**config.mk**
```make
export PLATFORM = sky130hd
export DESIGN_NAME = lru_frame_replacer_flat
export DESIGN_NICKNAME = d
export VERILOG_FILES = /design/src/hdl/lfr_pkg.sv /design/src/hdl/lfr_if.sv /design/src/hdl/lfr_cell.sv /design/src/hdl/lfr_scan.sv /design/src/hdl/lru_frame_replacer.sv /design/src/flat_wrapper.sv
export SDC_FILE = /design/constraint.sdc
export NUM_CORES = 1
export LEC_CHECK = 0
export BUFFER_PORTS_ARGS = -buffer_cell sky130_fd_sc_hd__buf_4
export CORE_MARGIN = 1
export CORE_UTILIZATION = 48
export CTS_CLUSTER_DIAMETER = 50
export DETAILED_ROUTE_END_ITERATION = 7
export PLACE_DENSITY = 0.66
export SYNTH_ARGS = -nofsm -noshare
export SYNTH_HDL_FRONTEND = slang
export SYNTH_HIERARCHICAL = 1
export SYNTH_SLANG_ARGS = --single-unit
```
**constraint.sdc**
```tcl
create_clock -name i_clk -period 4.5 [get_ports i_clk]
set_input_delay 0.9 -clock i_clk [delete_from_list [all_inputs] [get_ports i_clk]]
set_output_delay 0.9 -clock i_clk [all_outputs]
set_load 0.03 [all_outputs]
```
**src/hdl/lfr_pkg.sv**
```systemverilog
// lfr_pkg: shared constants and types for the lru frame replacer
// no dependencies; used by the interfaces, the cells and the top level
package lfr_pkg;

    // payload widths fixed by the channel definitions
    localparam int FRAME_W = 6;
    localparam int CMD_W   = 2;
    localparam int COUNT_W = 7;

    // default capacity of the replacer
    localparam int DEF_NUM_FRAMES = 64;

    // command codes (code 3 is no operation)
    localparam logic [CMD_W-1:0] CMD_VICTIM = 2'd0;
    localparam logic [CMD_W-1:0] CMD_PIN    = 2'd1;
    localparam logic [CMD_W-1:0] CMD_UNPIN  = 2'd2;

    // per-cell control from the top level
    typedef struct packed {
        logic shift;   // take the neighbor's entry (a lower entry was removed)
        logic load;    // take the new frame id (append at the tail)
    } t_cell_ctl;

endpackage

```
**src/hdl/lfr_if.sv**
```systemverilog
// lfr_req_if / lfr_rsp_if: valid/ready channels of the lru frame replacer
// depends on lfr_pkg for payload widths
interface lfr_req_if import lfr_pkg::*; ();
    logic               valid;
    logic               ready;
    logic [CMD_W-1:0]   command;
    logic [FRAME_W-1:0] frame_index;

    modport source (output valid, command, frame_index, input ready);
    modport sink   (input valid, command, frame_index, output ready);
endinterface

interface lfr_rsp_if import lfr_pkg::*; ();
    logic               valid;
    logic               ready;
    logic               found;
    logic [FRAME_W-1:0] victim_frame;
    logic [COUNT_W-1:0] evictable_count;

    modport source (output valid, found, victim_frame, evictable_count, input ready);
    modport sink   (input valid, found, victim_frame, evictable_count, output ready);
endinterface

```
**src/hdl/lfr_cell.sv**
```systemverilog
// lfr_cell: one position of the recency order (frame id plus occupied flag)
// depends on lfr_pkg; instantiated in a row by lru_frame_replacer
module lfr_cell
    import lfr_pkg::*;
(
    input  logic               i_clk,
    input  logic               i_rst_n,
    input  t_cell_ctl          i_ctl,
    input  logic [FRAME_W-1:0] i_up_id,
    input  logic               i_up_vld,
    input  logic [FRAME_W-1:0] i_new_id,
    input  logic [FRAME_W-1:0] i_key,
    output logic [FRAME_W-1:0] o_id,
    output logic               o_vld,
    output logic               o_match
);

    logic [FRAME_W-1:0] r_id;
    logic               r_vld;
    logic [FRAME_W-1:0] n_id;
    logic               n_vld;

    // lookup compare against the requested frame
    assign o_match = r_vld && (r_id == i_key);

    // next entry: compact from the neighbor, append, or hold
    always_comb begin
        n_id  = r_id;
        n_vld = r_vld;
        priority if (i_ctl.shift) begin
            n_id  = i_up_id;
            n_vld = i_up_vld;
        end else if (i_ctl.load) begin
            n_id  = i_new_id;
            n_vld = 1'b1;
        end else begin
            n_id  = r_id;
            n_vld = r_vld;
        end
    end

    always_ff @(posedge i_clk) begin
        if (!i_rst_n) begin
            r_vld <= 1'b0;
        end else begin
            r_vld <= n_vld;
        end
        r_id <= n_id;
    end

    assign o_id  = r_id;
    assign o_vld = r_vld;

endmodule

```
**src/hdl/lfr_scan.sv**
```systemverilog
// lfr_scan: log-depth prefix or, marks every cell at or above a removal
// depends on lfr_pkg for the default width
module lfr_scan
    import lfr_pkg::*;
#(
    parameter int WIDTH = DEF_NUM_FRAMES
) (
    input  logic [WIDTH-1:0] i_bits,
    output logic [WIDTH-1:0] o_prefix
);

    localparam int LVLS = (WIDTH > 1) ? $clog2(WIDTH) : 1;

    logic [WIDTH-1:0] w_lvl [0:LVLS];

    assign w_lvl[0] = i_bits;

    // kogge-stone style levels, span doubles each level
    for (genvar l = 0; l < LVLS; l++) begin : g_lvl
        for (genvar k = 0; k < WIDTH; k++) begin : g_bit
            if (k >= (1 << l)) begin : g_or
                assign w_lvl[l+1][k] = w_lvl[l][k] | w_lvl[l][k-(1<<l)];
            end else begin : g_pass
                assign w_lvl[l+1][k] = w_lvl[l][k];
            end
        end
    end

    assign o_prefix = w_lvl[LVLS];

endmodule

```
**src/hdl/lru_frame_replacer.sv**
```systemverilog
// lru_frame_replacer: lru replacement policy over frame ids, built as a row of cells
// depends on lfr_pkg, lfr_if, lfr_cell and lfr_scan
//
//  channel  dir  handshake      payload
//  i_req    in   valid/ready    command, frame_index
//  o_rsp    out  valid/ready    found, victim_frame, evictable_count
//
// one transaction per cycle while the response register is free: a request is matched
// and compacted in the cycle it is taken, the response is held in one output register
// i_req.ready is high while the output register is empty or being drained
// cell 0 holds the oldest frame; the compare row and the prefix scan set the path
// synchronous active-low reset empties every cell and the count, no clearing pass
module lru_frame_replacer
    import lfr_pkg::*;
#(
    parameter int NUM_FRAMES = DEF_NUM_FRAMES
) (
    input  logic          i_clk,
    input  logic          i_rst_n,
    lfr_req_if.sink       i_req,
    lfr_rsp_if.source     o_rsp
);

    localparam int CNT_W = $clog2(NUM_FRAMES + 1);

    t_cell_ctl          w_ctl   [NUM_FRAMES];
    logic [FRAME_W-1:0] w_id    [NUM_FRAMES];
    logic [NUM_FRAMES-1:0] w_vld;
    logic [NUM_FRAMES-1:0] w_match;
    logic [NUM_FRAMES-1:0] w_rem;
    logic [NUM_FRAMES-1:0] w_shift;

    logic [CNT_W-1:0]   r_count;
    logic [CNT_W-1:0]   n_count;
    logic               r_rsp_vld;
    logic               r_found;
    logic [FRAME_W-1:0] r_victim;
    logic [COUNT_W-1:0] r_ecount;

    logic w_accept;
    logic w_id_ok;
    logic w_present;
    logic w_do_victim;
    logic w_do_pin;
    logic w_do_unpin;

    // handshake
    assign i_req.ready = !r_rsp_vld || o_rsp.ready;
    assign w_accept    = i_req.valid && i_req.ready;

    // decode the request
    assign w_id_ok     = (32'(i_req.frame_index) < NUM_FRAMES);
    assign w_present   = |w_match;
    assign w_do_victim = w_accept && (i_req.command == CMD_VICTIM) && w_vld[0];
    assign w_do_pin    = w_accept && (i_req.command == CMD_PIN) && w_id_ok && w_present;
    assign w_do_unpin  = w_accept && (i_req.command == CMD_UNPIN) && w_id_ok && !w_present
                         && (32'(r_count) < NUM_FRAMES);

    // removal point: matching cell for pin, oldest cell for victim
    always_comb begin
        w_rem    = w_match & {NUM_FRAMES{w_do_pin}};
        w_rem[0] = w_rem[0] | w_do_victim;
    end

    lfr_scan #(
        .WIDTH (NUM_FRAMES)
    ) u_scan (
        .i_bits   (w_rem),
        .o_prefix (w_shift)
    );

    // row of cells
    for (genvar k = 0; k < NUM_FRAMES; k++) begin : g_cell
        logic [FRAME_W-1:0] w_up_id;
        logic               w_up_vld;

        if (k == NUM_FRAMES - 1) begin : g_top
            assign w_up_id  = '0;
            assign w_up_vld = 1'b0;
        end else begin : g_mid
            assign w_up_id  = w_id[k+1];
            assign w_up_vld = w_vld[k+1];
        end

        assign w_ctl[k].shift = w_shift[k];
        assign w_ctl[k].load  = w_do_unpin && (r_count == CNT_W'(k));

        lfr_cell u_cell (
            .i_clk    (i_clk),
            .i_rst_n  (i_rst_n),
            .i_ctl    (w_ctl[k]),
            .i_up_id  (w_up_id),
            .i_up_vld (w_up_vld),
            .i_new_id (i_req.frame_index),
            .i_key    (i_req.frame_index),
            .o_id     (w_id[k]),
            .o_vld    (w_vld[k]),
            .o_match  (w_match[k])
        );
    end

    // occupancy count
    assign n_count = r_count - CNT_W'(w_do_victim || w_do_pin) + CNT_W'(w_do_unpin);

    // count and response register
    always_ff @(posedge i_clk) begin
        if (!i_rst_n) begin
            r_count   <= '0;
            r_rsp_vld <= 1'b0;
        end else begin
            r_count <= n_count;
            if (w_accept) begin
                r_rsp_vld <= 1'b1;
            end else if (o_rsp.ready) begin
                r_rsp_vld <= 1'b0;
            end
        end
        if (w_accept) begin
            r_found  <= w_do_victim;
            r_victim <= w_do_victim ? w_id[0] : '0;
            r_ecount <= COUNT_W'(n_count);
        end
    end

    assign o_rsp.valid           = r_rsp_vld;
    assign o_rsp.found           = r_found;
    assign o_rsp.victim_frame    = r_victim;
    assign o_rsp.evictable_count = r_ecount;

    // count tracks the occupied cells
    a_count_matches : assert property (@(posedge i_clk) disable iff (!i_rst_n)
        $countones(w_vld) == 32'(r_count))
        else $error("occupancy count differs from occupied cells");

    // occupied cells stay packed toward the oldest end
    a_packed : assert property (@(posedge i_clk) disable iff (!i_rst_n)
        (w_vld & (w_vld + 1'b1)) == '0)
        else $error("gap in recency order");

    // the requested frame id is held in at most one cell
    a_unique : assert property (@(posedge i_clk) disable iff (!i_rst_n)
        $onehot0(w_match))
        else $error("frame id held twice");

    // an accepted transaction always leaves a response pending
    a_rsp_follows : assert property (@(posedge i_clk) disable iff (!i_rst_n)
        w_accept |=> r_rsp_vld)
        else $error("response lost");

endmodule

```
**src/flat_wrapper.sv**
```systemverilog
// flat-port wrapper written by rule: the top's interface ports become plain ports
module lru_frame_replacer_flat import lfr_pkg::*;
#(
    parameter int NUM_FRAMES = DEF_NUM_FRAMES
)
  (i_clk, i_rst_n, i_req_valid, i_req_command, i_req_frame_index, i_req_ready, o_rsp_valid, o_rsp_found, o_rsp_victim_frame, o_rsp_evictable_count, o_rsp_ready);
  lfr_req_if i_req_i ();
  lfr_rsp_if o_rsp_i ();
  input  logic i_clk;
  input  logic i_rst_n;
  input wire logic [$bits(i_req_i.valid)-1:0] i_req_valid;
  input wire logic [$bits(i_req_i.command)-1:0] i_req_command;
  input wire logic [$bits(i_req_i.frame_index)-1:0] i_req_frame_index;
  output wire logic [$bits(i_req_i.ready)-1:0] i_req_ready;
  output wire logic [$bits(o_rsp_i.valid)-1:0] o_rsp_valid;
  output wire logic [$bits(o_rsp_i.found)-1:0] o_rsp_found;
  output wire logic [$bits(o_rsp_i.victim_frame)-1:0] o_rsp_victim_frame;
  output wire logic [$bits(o_rsp_i.evictable_count)-1:0] o_rsp_evictable_count;
  input wire logic [$bits(o_rsp_i.ready)-1:0] o_rsp_ready;
  assign i_req_i.valid = i_req_valid;
  assign i_req_i.command = i_req_command;
  assign i_req_i.frame_index = i_req_frame_index;
  assign i_req_ready = i_req_i.ready;
  assign o_rsp_valid = o_rsp_i.valid;
  assign o_rsp_found = o_rsp_i.found;
  assign o_rsp_victim_frame = o_rsp_i.victim_frame;
  assign o_rsp_evictable_count = o_rsp_i.evictable_count;
  assign o_rsp_i.ready = o_rsp_ready;
  lru_frame_replacer #(.NUM_FRAMES(NUM_FRAMES)) u_core (.i_clk(i_clk), .i_rst_n(i_rst_n), .i_req(i_req_i), .o_rsp(o_rsp_i));
endmodule
```
==> results of run 1 <==
==> layer usage <==
| layer | vias to the layer above | GRT usage, % | routed length [um] |
|---|---|---|---|
| li1 | 8572 | - | - |
| met2 | 433 | 41.90 | 33750 |
| met3 | 95 | 3.238 | 3356 |
| met1 | 9135 | 32.48 | 30470 |
| met5 | - | 0 | 0 |
| met4 | 0 | 6.818 | 1473 |
==> stage by stage <==
stage / instance area [sq um] / hold slack, ns / utilization [%] / instances
after global placement: 30380 / 0.5208 / 54.83 / 3078
after floorplan: 27080 / 0.4966 / - / 2041
after CTS: 33210 / 0.5323 / 59.93 / 3228
after global routing: 33550 / 0.5476 / 60.54 / 3238
final: 33550 / 0.5369 / 60.54 / 3238
after detailed placement: 30380 / 0.5196 / 54.83 / 3078
==> registers in the layout, indices dropped and copies added (netlist names) <==
register / cells
u_core/o_rsp.victim_frame: 6
u_core/g_cell.u_cell/o_id: 384
u_core/g_cell.u_cell/o_vld: 64
u_core/o_rsp.evictable_count: 7
u_core/r_count: 7
u_core/o_rsp.found: 1
u_core/o_rsp.valid: 1
==> cells in the final DEF (no fill, tap or decap), types with 6 or more instances in the layout <==
cell type	netlist	layout
sky130_fd_sc_hd__nand4_1	71	71
sky130_fd_sc_hd__o311a_1	64	64
sky130_fd_sc_hd__buf_6	70	35
sky130_fd_sc_hd__nor4_2	64	66
sky130_fd_sc_hd__nor2_1	24	23
sky130_fd_sc_hd__buf_12	0	30
sky130_fd_sc_hd__ha_1	13	13
sky130_fd_sc_hd__clkbuf_1	17	11
sky130_fd_sc_hd__dfxtp_1	72	72
sky130_fd_sc_hd__nand2_1	30	25
sky130_fd_sc_hd__mux2_2	384	382
sky130_fd_sc_hd__nand3b_1	7	7
sky130_fd_sc_hd__clkinv_2	0	15
sky130_fd_sc_hd__xor2_1	193	189
sky130_fd_sc_hd__or2_4	0	28
sky130_fd_sc_hd__nor3_1	16	12
sky130_fd_sc_hd__xnor2_1	194	191
sky130_fd_sc_hd__edfxtp_1	398	398
sky130_fd_sc_hd__clkinv_1	1	6
sky130_fd_sc_hd__or2_2	74	48
sky130_fd_sc_hd__conb_1	1	7
sky130_fd_sc_hd__nand3_1	19	15
sky130_fd_sc_hd__and2_1	12	12
sky130_fd_sc_hd__buf_16	0	9
sky130_fd_sc_hd__buf_4	1	361
sky130_fd_sc_hd__nor3b_1	67	65
sky130_fd_sc_hd__bufbuf_16	0	11
sky130_fd_sc_hd__clkbuf_16	0	57
sky130_fd_sc_hd__nor4_1	89	80
sky130_fd_sc_hd__nor4_4	1	8
sky130_fd_sc_hd__nand2b_1	72	72
sky130_fd_sc_hd__or3_1	8	7
sky130_fd_sc_hd__inv_1	22	21
==> worst max-delay path, stage by stage <==
cell,delay (ns)
sky130_fd_sc_hd__buf_16,0.13
sky130_fd_sc_hd__buf_16,0.15
sky130_fd_sc_hd__buf_12,0.14
sky130_fd_sc_hd__buf_4,0.14
sky130_fd_sc_hd__xnor2_1,0.12
sky130_fd_sc_hd__nand4_1,0.16
sky130_fd_sc_hd__nor4_4,0.07
sky130_fd_sc_hd__nor4_2,0.26
sky130_fd_sc_hd__nand4_1,0.16
sky130_fd_sc_hd__buf_6,0.17
sky130_fd_sc_hd__nor4b_4,0.33
sky130_fd_sc_hd__buf_4,0.20
sky130_fd_sc_hd__nor3b_2,0.05
sky130_fd_sc_hd__or4_4,0.51
sky130_fd_sc_hd__and4bb_4,0.38
sky130_fd_sc_hd__nand4_4,0.20
sky130_fd_sc_hd__and4bb_2,0.38
sky130_fd_sc_hd__buf_12,0.14
sky130_fd_sc_hd__nand3b_1,0.13
sky130_fd_sc_hd__buf_6,0.17
sky130_fd_sc_hd__mux2_2,0.27
==> cells by family after synthesis <==
| family | synth area share, % |
|---|---|
| XOR/XNOR | 12.53 |
| AO/OA/AOI/OAI | 2.836 |
| flip-flops | 49.51 |
| AND/OR/NAND/NOR | 14.70 |
| buffers and inverters | 3.742 |
| other | 0.01386 |
| multiplexers | 15.99 |
| adder cells (fa/ha/maj) | 0.6754 |
==> worst paths after layout <==
check                                                           startpoint                                         end  slack [ns]  cells after the start
worst max register to register  u_core/g_cell[60].u_cell/o_id[2]$_DFFE_PP_  u_core/g_cell[58].u_cell/o_id[0]$_DFFE_PP_       -0.08                     18
worst min-delay path            u_core/g_cell[6].u_cell/o_vld$_SDFFE_PN0P_  u_core/g_cell[6].u_cell/o_vld$_SDFFE_PN0P_        0.54                      1
worst min register to register  u_core/g_cell[6].u_cell/o_vld$_SDFFE_PN0P_  u_core/g_cell[6].u_cell/o_vld$_SDFFE_PN0P_        0.54                      1
worst max-delay path                                  i_req_frame_index[3]  u_core/g_cell[58].u_cell/o_id[0]$_DFFE_PP_       -0.34                     21
==> where the power goes <==
part           internal (W)  leakage [nW]  switching, W  total (W)
Combinational      0.000663          7.47      0.000781    0.00144
Clock               0.00251         0.866       0.00183    0.00434
Sequential          0.00483          4.18     0.0000703    0.00490
==> layout make-up <==
class | count | area, sq um
repair buffers | 448 | 4340
inverters | 23 | 88.84
well taps | 748 | 935.9
multi-input cells | 1447 | 13040
fillers | 4340 | 21870
clock buffers | 69 | 1481
flip-flops and latches | 470 | 13390
clock inverters | 33 | 269.0
==> repair_timing <==
action | in CTS | in global routing
gates resized for setup | 84 | 62
cloned | 12 | 0
pin swaps | 26 | 20
setup buffers | 36 | 10
endpoints found under the setup margin | 790 | 728
==> results.json, run 1 <==
{
  "critical_path_required_ns": 4.85,
  "drt_pass1_iterations": 6,
  "async_flop_share_pct": 0,
  "ys_top_cells_by_area": "sky130_fd_sc_hd__edfxtp_1 (44%), sky130_fd_sc_hd__mux2_2 (16%), sky130_fd_sc_hd__xnor2_1 (6.3%)",
  "worst_ir_drop_vdd_uv": 287.1,
  "p_leak_nw": 12.51,
  "clkSlewWorstSetupHoldPaths_ns": 0.06,
  "layout_skew_ns": 0.01498,
  "p_total_w": 0.01069,
  "areaGrowthSynthToFinish_pct": 24.03,
  "cts_max_path_buffers": 3,
  "finalCriticalPeriod_ns": 4.844,
  "max_slew_violation_count": 0,
  "rsz_0062_raised_after_global_routing": "true",
  "drive_above_1_share_pct": 44.38,
  "critical_path_class": "in2reg",
  "vias_in_the_first_global_route": 18940,
  "timing.max_cap.violations": 0,
  "vias": 18240,
  "synthesis.area_sq_mm": 0.02705,
  "hold_path_class": "reg2reg",
  "placementRows": 86,
  "initial_core_util_pct": 48.81,
  "crit_path_max_fanout": 11,
  "grt_overflow": 0,
  "routabilityCongestion": 0.8473,
  "numClockSinks": 470,
  "h-tree-depth": 2,
  "cts.hold.buffers_added": 0,
  "tritoncts_buffers": 55,
  "insertion_delay_ns": 0.61,
  "dominantRegCellSynth": "sky130_fd_sc_hd__edfxtp_1",
  "grt_pass1_wl_mm": 108.6,
  "grtUsageTotal_pct": 24.50,
  "worst_setup_path_start_kind": "primary input",
  "postSynthCellCount": 2035,
  "floorplan.die_area_sq_mm": 0.05731,
  "timing_hold_violations_final": 0,
  "achievable-frequency_ghz": 0.2064,
  "placement.setup.worst_slack_ns": -1.595,
  "yosysSeqAreaShare_pct": 49.51,
  "die_x_extent_um": 239.4,
  "tightest_slew_ns": 0.9875,
  "grt_start_max_net_pins": 65,
  "total_wirelength_mm": 69.05,
  "avgRoutedWirePerCell_um": 21.33,
  "core_sq_mm": 0.05542,
  "timing.critical_path.arrival_ns": 5.20,
  "synth_top_area_cell": "sky130_fd_sc_hd__edfxtp_1",
  "route.antenna.remaining_nets": 0,
  "detailedRoute.firstIterationViolations": 1115,
  "hpwl_mm": 46.22,
  "layout_setup_ws_ns": -0.3443,
  "vias_per_cell": 5.632,
  "timing.critical_path.to_type": "flop",
  "number_of_enable_flip_flop_cells_after_synthesis": 398,
  "netlist_top_cells_count": "sky130_fd_sc_hd__edfxtp_1 (398), sky130_fd_sc_hd__mux2_2 (384), sky130_fd_sc_hd__xnor2_1 (194), sky130_fd_sc_hd__xor2_1 (193), sky130_fd_sc_hd__nor4_1 (89)",
  "nNetsFinal": 2471,
  "num_antenna_cells": 0,
  "chipHeight_um": 239.4,
  "final-setup-viol-count": 594,
  "slew_headroom_pct": 34.10,
  "yosysWarnings": 6,
  "yosys_register_bits": 470,
  "port_buffers": 27,
  "count_of_boundary_i_o_pins": 28,
  "outcome": "finished, violations left",
  "grt_antenna_before_repair": 0,
  "cts.root.buffer_cell": "sky130_fd_sc_hd__clkbuf_16",
  "tritoncts": "built",
  "violations": "negative setup slack",
  "drc_violations_left": 0,
  "power-per-cell-area_mw_per_mm2": 318.6,
  "yosysUniqueCellTypes": 53,
  "syn_avg_cell_area_sq_um": 13.29,
  "post-synth-top-area-fraction_pct": 44.19,
  "tns_ns": -108.31,
  "synth.most_common_cell": "sky130_fd_sc_hd__edfxtp_1",
  "period_share_pct": 107.7
}
No activity file was read; power rests on OpenSTA's default activity.
==> inputs of run 2 (changes only) <==
--- a/config.mk
+++ b/config.mk
@@ -10,7 +10,6 @@
 export CORE_UTILIZATION = 48
 export CTS_CLUSTER_DIAMETER = 50
 export DETAILED_ROUTE_END_ITERATION = 7
-export PLACE_DENSITY = 0.66
 export SYNTH_ARGS = -nofsm -noshare
 export SYNTH_HDL_FRONTEND = slang
 export SYNTH_HIERARCHICAL = 1
==> constraint.sdc (replaced) <==
create_clock -name i_clk -period 5.76 [get_ports i_clk]
set_input_delay 1.152 -clock i_clk [delete_from_list [all_inputs] [get_ports i_clk]]
set_output_delay 1.152 -clock i_clk [all_outputs]
set_load 0.03 [all_outputs]
==> results.json, run 2 (synthesis results as in run 1) <==
{
  "outcome": "finished clean",
  "crit_path_cell_count": 19,
  "timing.critical_path.arrival_ns": 5.86,
  "period_share_pct": 95.61,
  "grtUsageTotal_pct": 23.32,
  "initial_core_util_pct": 48.81,
  "crit_top_cell": "sky130_fd_sc_hd__buf_4",
  "core_sq_mm": 0.05542,
  "grt_start_max_net_pins": 65,
  "cts_max_path_buffers": 3,
  "layout.cells.most_common_list": "sky130_fd_sc_hd__edfxtp_1 (398), sky130_fd_sc_hd__mux2_2 (384), sky130_fd_sc_hd__xnor2_1 (194)",
  "route.antenna.remaining_nets": 0,
  "cp_slowest_cell": "sky130_fd_sc_hd__or4_4",
  "worst_setup_path_startpoint": "i_req_frame_index[0]",
  "timing.critical_path.to_type": "flop",
  "finalCriticalPeriod_ns": 5.507,
  "worst_setup_path_start_kind": "primary input",
  "drc_violations_left": 0,
  "internal-power_w": 0.006313,
  "multi_input_area_sq_mm": 0.01270,
  "vias": 17240,
  "timing.critical_path.to": "u_core/g_cell[57].u_cell/o_id[4]$_DFFE_PP_",
  "commonest_non_fill_non_tap_cell_in_the_layout": "sky130_fd_sc_hd__edfxtp_1",
  "critical-path-max-stage-delay_ns": 0.55,
  "grt_pass1_wl_mm": 102.7,
  "timing.max_cap.violations": 0,
  "timing_hold_violations_final": 0,
  "power_frac_comb_pct": 11.6,
  "grt_overflow": 0,
  "p_leak_nw": 10.94,
  "drt_pass1_iterations": 5,
  "vias_in_the_first_global_route": 17670,
  "final-setup-viol-count": 0,
  "crit_path_max_fanout": 33,
  "die_x_extent_um": 239.4,
  "cts.root.buffer_cell": "sky130_fd_sc_hd__clkbuf_16",
  "route.top_layer_used": "met4",
  "critical_path_required_ns": 6.11,
  "largest_reg_flops": 384,
  "count_of_boundary_i_o_pins": 28,
  "worst_ir_drop_vdd_uv": 232.8,
  "worst_r2r_path_depth": 17,
  "timing.critical_path.cells": "buf_6 -> buf_12 -> xnor2_1 -> nand4_1 -> nor4_2 -> nor4_1 -> buf_4 -> and4_1 -> nor4b_4 -> buf_4 -> nor3b_1 -> or4_4 -> and4bb_2 -> nand4_4 -> nor2_1 -> buf_4 -> nand4_1 -> buf_4 -> or2_2",
  "rr_endpoint": "u_core/g_cell[57].u_cell/o_id[4]$_DFFE_PP_",
  "port_buffers": 27,
  "tritoncts": "built",
  "timing.reg2reg.setup_slack_ns": 0.94,
  "timing.hold.ws_ns": 0.5292,
  "post-cts-setup-buffers": 0,
  "h-tree-depth": 2,
  "power.clock.fraction_pct": 43.0,
  "seq_area_sq_mm": 0.01339,
  "num_antenna_cells": 0,
  "tightest_slew_ns": 0.9940,
  "clkSlewWorstSetupHoldPaths_ns": 0.06,
  "power-per-cell-area_mw_per_mm2": 273.0,
  "nNetsFinal": 2225,
  "max_slew_violation_count": 0,
  "placementRows": 86,
  "switching_power_total_w": 0.002110,
  "avgRoutedWirePerCell_um": 22.27,
  "routabilityCongestion": 0.8211,
  "p_total_w": 0.008423,
  "total_wirelength_mm": 66.76,
  "worstReg2RegStart": "u_core/g_cell[32].u_cell/o_id[3]$_DFFE_PP_",
  "floorplan.die_area_sq_mm": 0.05731,
  "critical_path.top_delay_family": "simple AND/OR/NAND/NOR gates",
  "achievable-frequency_ghz": 0.1816,
  "tritoncts_buffers": 58,
  "seq_power_share_pct": 45.4,
  "critPathBufInv": 6,
  "drt_met1_wl_mm": 30.84,
  "cts.hold.buffers_added": 0,
  "grt_antenna_before_repair": 0,
  "detailedRoute.firstIterationViolations": 1045,
  "slew_headroom_pct": 33.33,
  "areaGrowthSynthToFinish_pct": 14.05,
  "rsz_0062_raised_after_global_routing": "false",
  "vias_per_cell": 5.753,
  "layout_skew_ns": 0.02563,
  "netSwitchingFraction_pct": 25.05,
  "routed-wl-met2_mm": 31.58,
  "numClockSinks": 470,
  "hpwl_mm": 46.34,
  "drive_above_1_share_pct": 36.86,
  "filler_cell_count": 4580,
  "chipHeight_um": 239.4,
  "route.met3.wl_mm": 2.982,
  "hold_path_class": "reg2reg",
  "critical_path_class": "in2reg",
  "insertion_delay_ns": 0.62
}
==> run 2: metrics by stage <==
stage	TNS (ns)	util (%)	area [sq um]	std cells	setup WS, ns
after global placement	-294.88	52.18	28920	2887	-0.7078
final	0	55.67	30850	2997	0.2530
after global routing	0	55.67	30850	2997	0.01493
after CTS	0	55.63	30830	2997	0.1190
after detailed placement	-318.82	52.18	28920	2887	-0.7353
after floorplan	0	-	27070	2041	0.8940
==> run 2: per-layer routing <==
layer	up-vias	global-route usage, %
li1	8085	-
met1	8653	32.10
met2	404	38.63
met3	99	3.043
met4	0	6.177
met5	-	0
==> run 2: final cells by class <==
class / count / share of cell area (%)
flip-flops and latches: 470 / 43.41
well taps: 748 / 3.034
clock buffers: 76 / 5.054
inverters: 23 / 0.2799
multi-input cells: 1446 / 41.17
repair buffers: 200 / 5.926
clock inverters: 34 / 1.128
==> run 2: worst min-delay path by stage <==
stage,endpoint,depth (start not counted),from
global placement,u_core/g_cell[12].u_cell/o_vld$_SDFFE_PN0P_,1,u_core/g_cell[12].u_cell/o_vld$_SDFFE_PN0P_
CTS,u_core/g_cell[12].u_cell/o_vld$_SDFFE_PN0P_,1,u_core/g_cell[12].u_cell/o_vld$_SDFFE_PN0P_
finish,u_core/g_cell[40].u_cell/o_vld$_SDFFE_PN0P_,1,u_core/g_cell[40].u_cell/o_vld$_SDFFE_PN0P_
floorplan,u_core/g_cell[10].u_cell/o_vld$_SDFFE_PN0P_,1,u_core/g_cell[10].u_cell/o_vld$_SDFFE_PN0P_
detailed placement,u_core/g_cell[15].u_cell/o_vld$_SDFFE_PN0P_,1,u_core/g_cell[15].u_cell/o_vld$_SDFFE_PN0P_
global route,u_core/g_cell[12].u_cell/o_vld$_SDFFE_PN0P_,1,u_core/g_cell[12].u_cell/o_vld$_SDFFE_PN0P_
==> run 2: timing repair <==
action | in CTS | in global routing
pin swaps | 0 | 0
endpoints found under the setup margin | 52 | 190
resized for setup | 1 | 3
hold endpoints to repair | 0 | 0
==> run 2: power by group through the flow <==
stage          Clock [W]  Sequential, W  Combinational, W
6_report         0.00362        0.00382          0.000979
5_1_grt          0.00384        0.00383           0.00105
4_1_cts          0.00371        0.00382          0.000974
3_5_place_dp           0        0.00389          0.000968
3_3_place_gp           0        0.00389          0.000952
2_1_floorplan          0        0.00391          0.000559
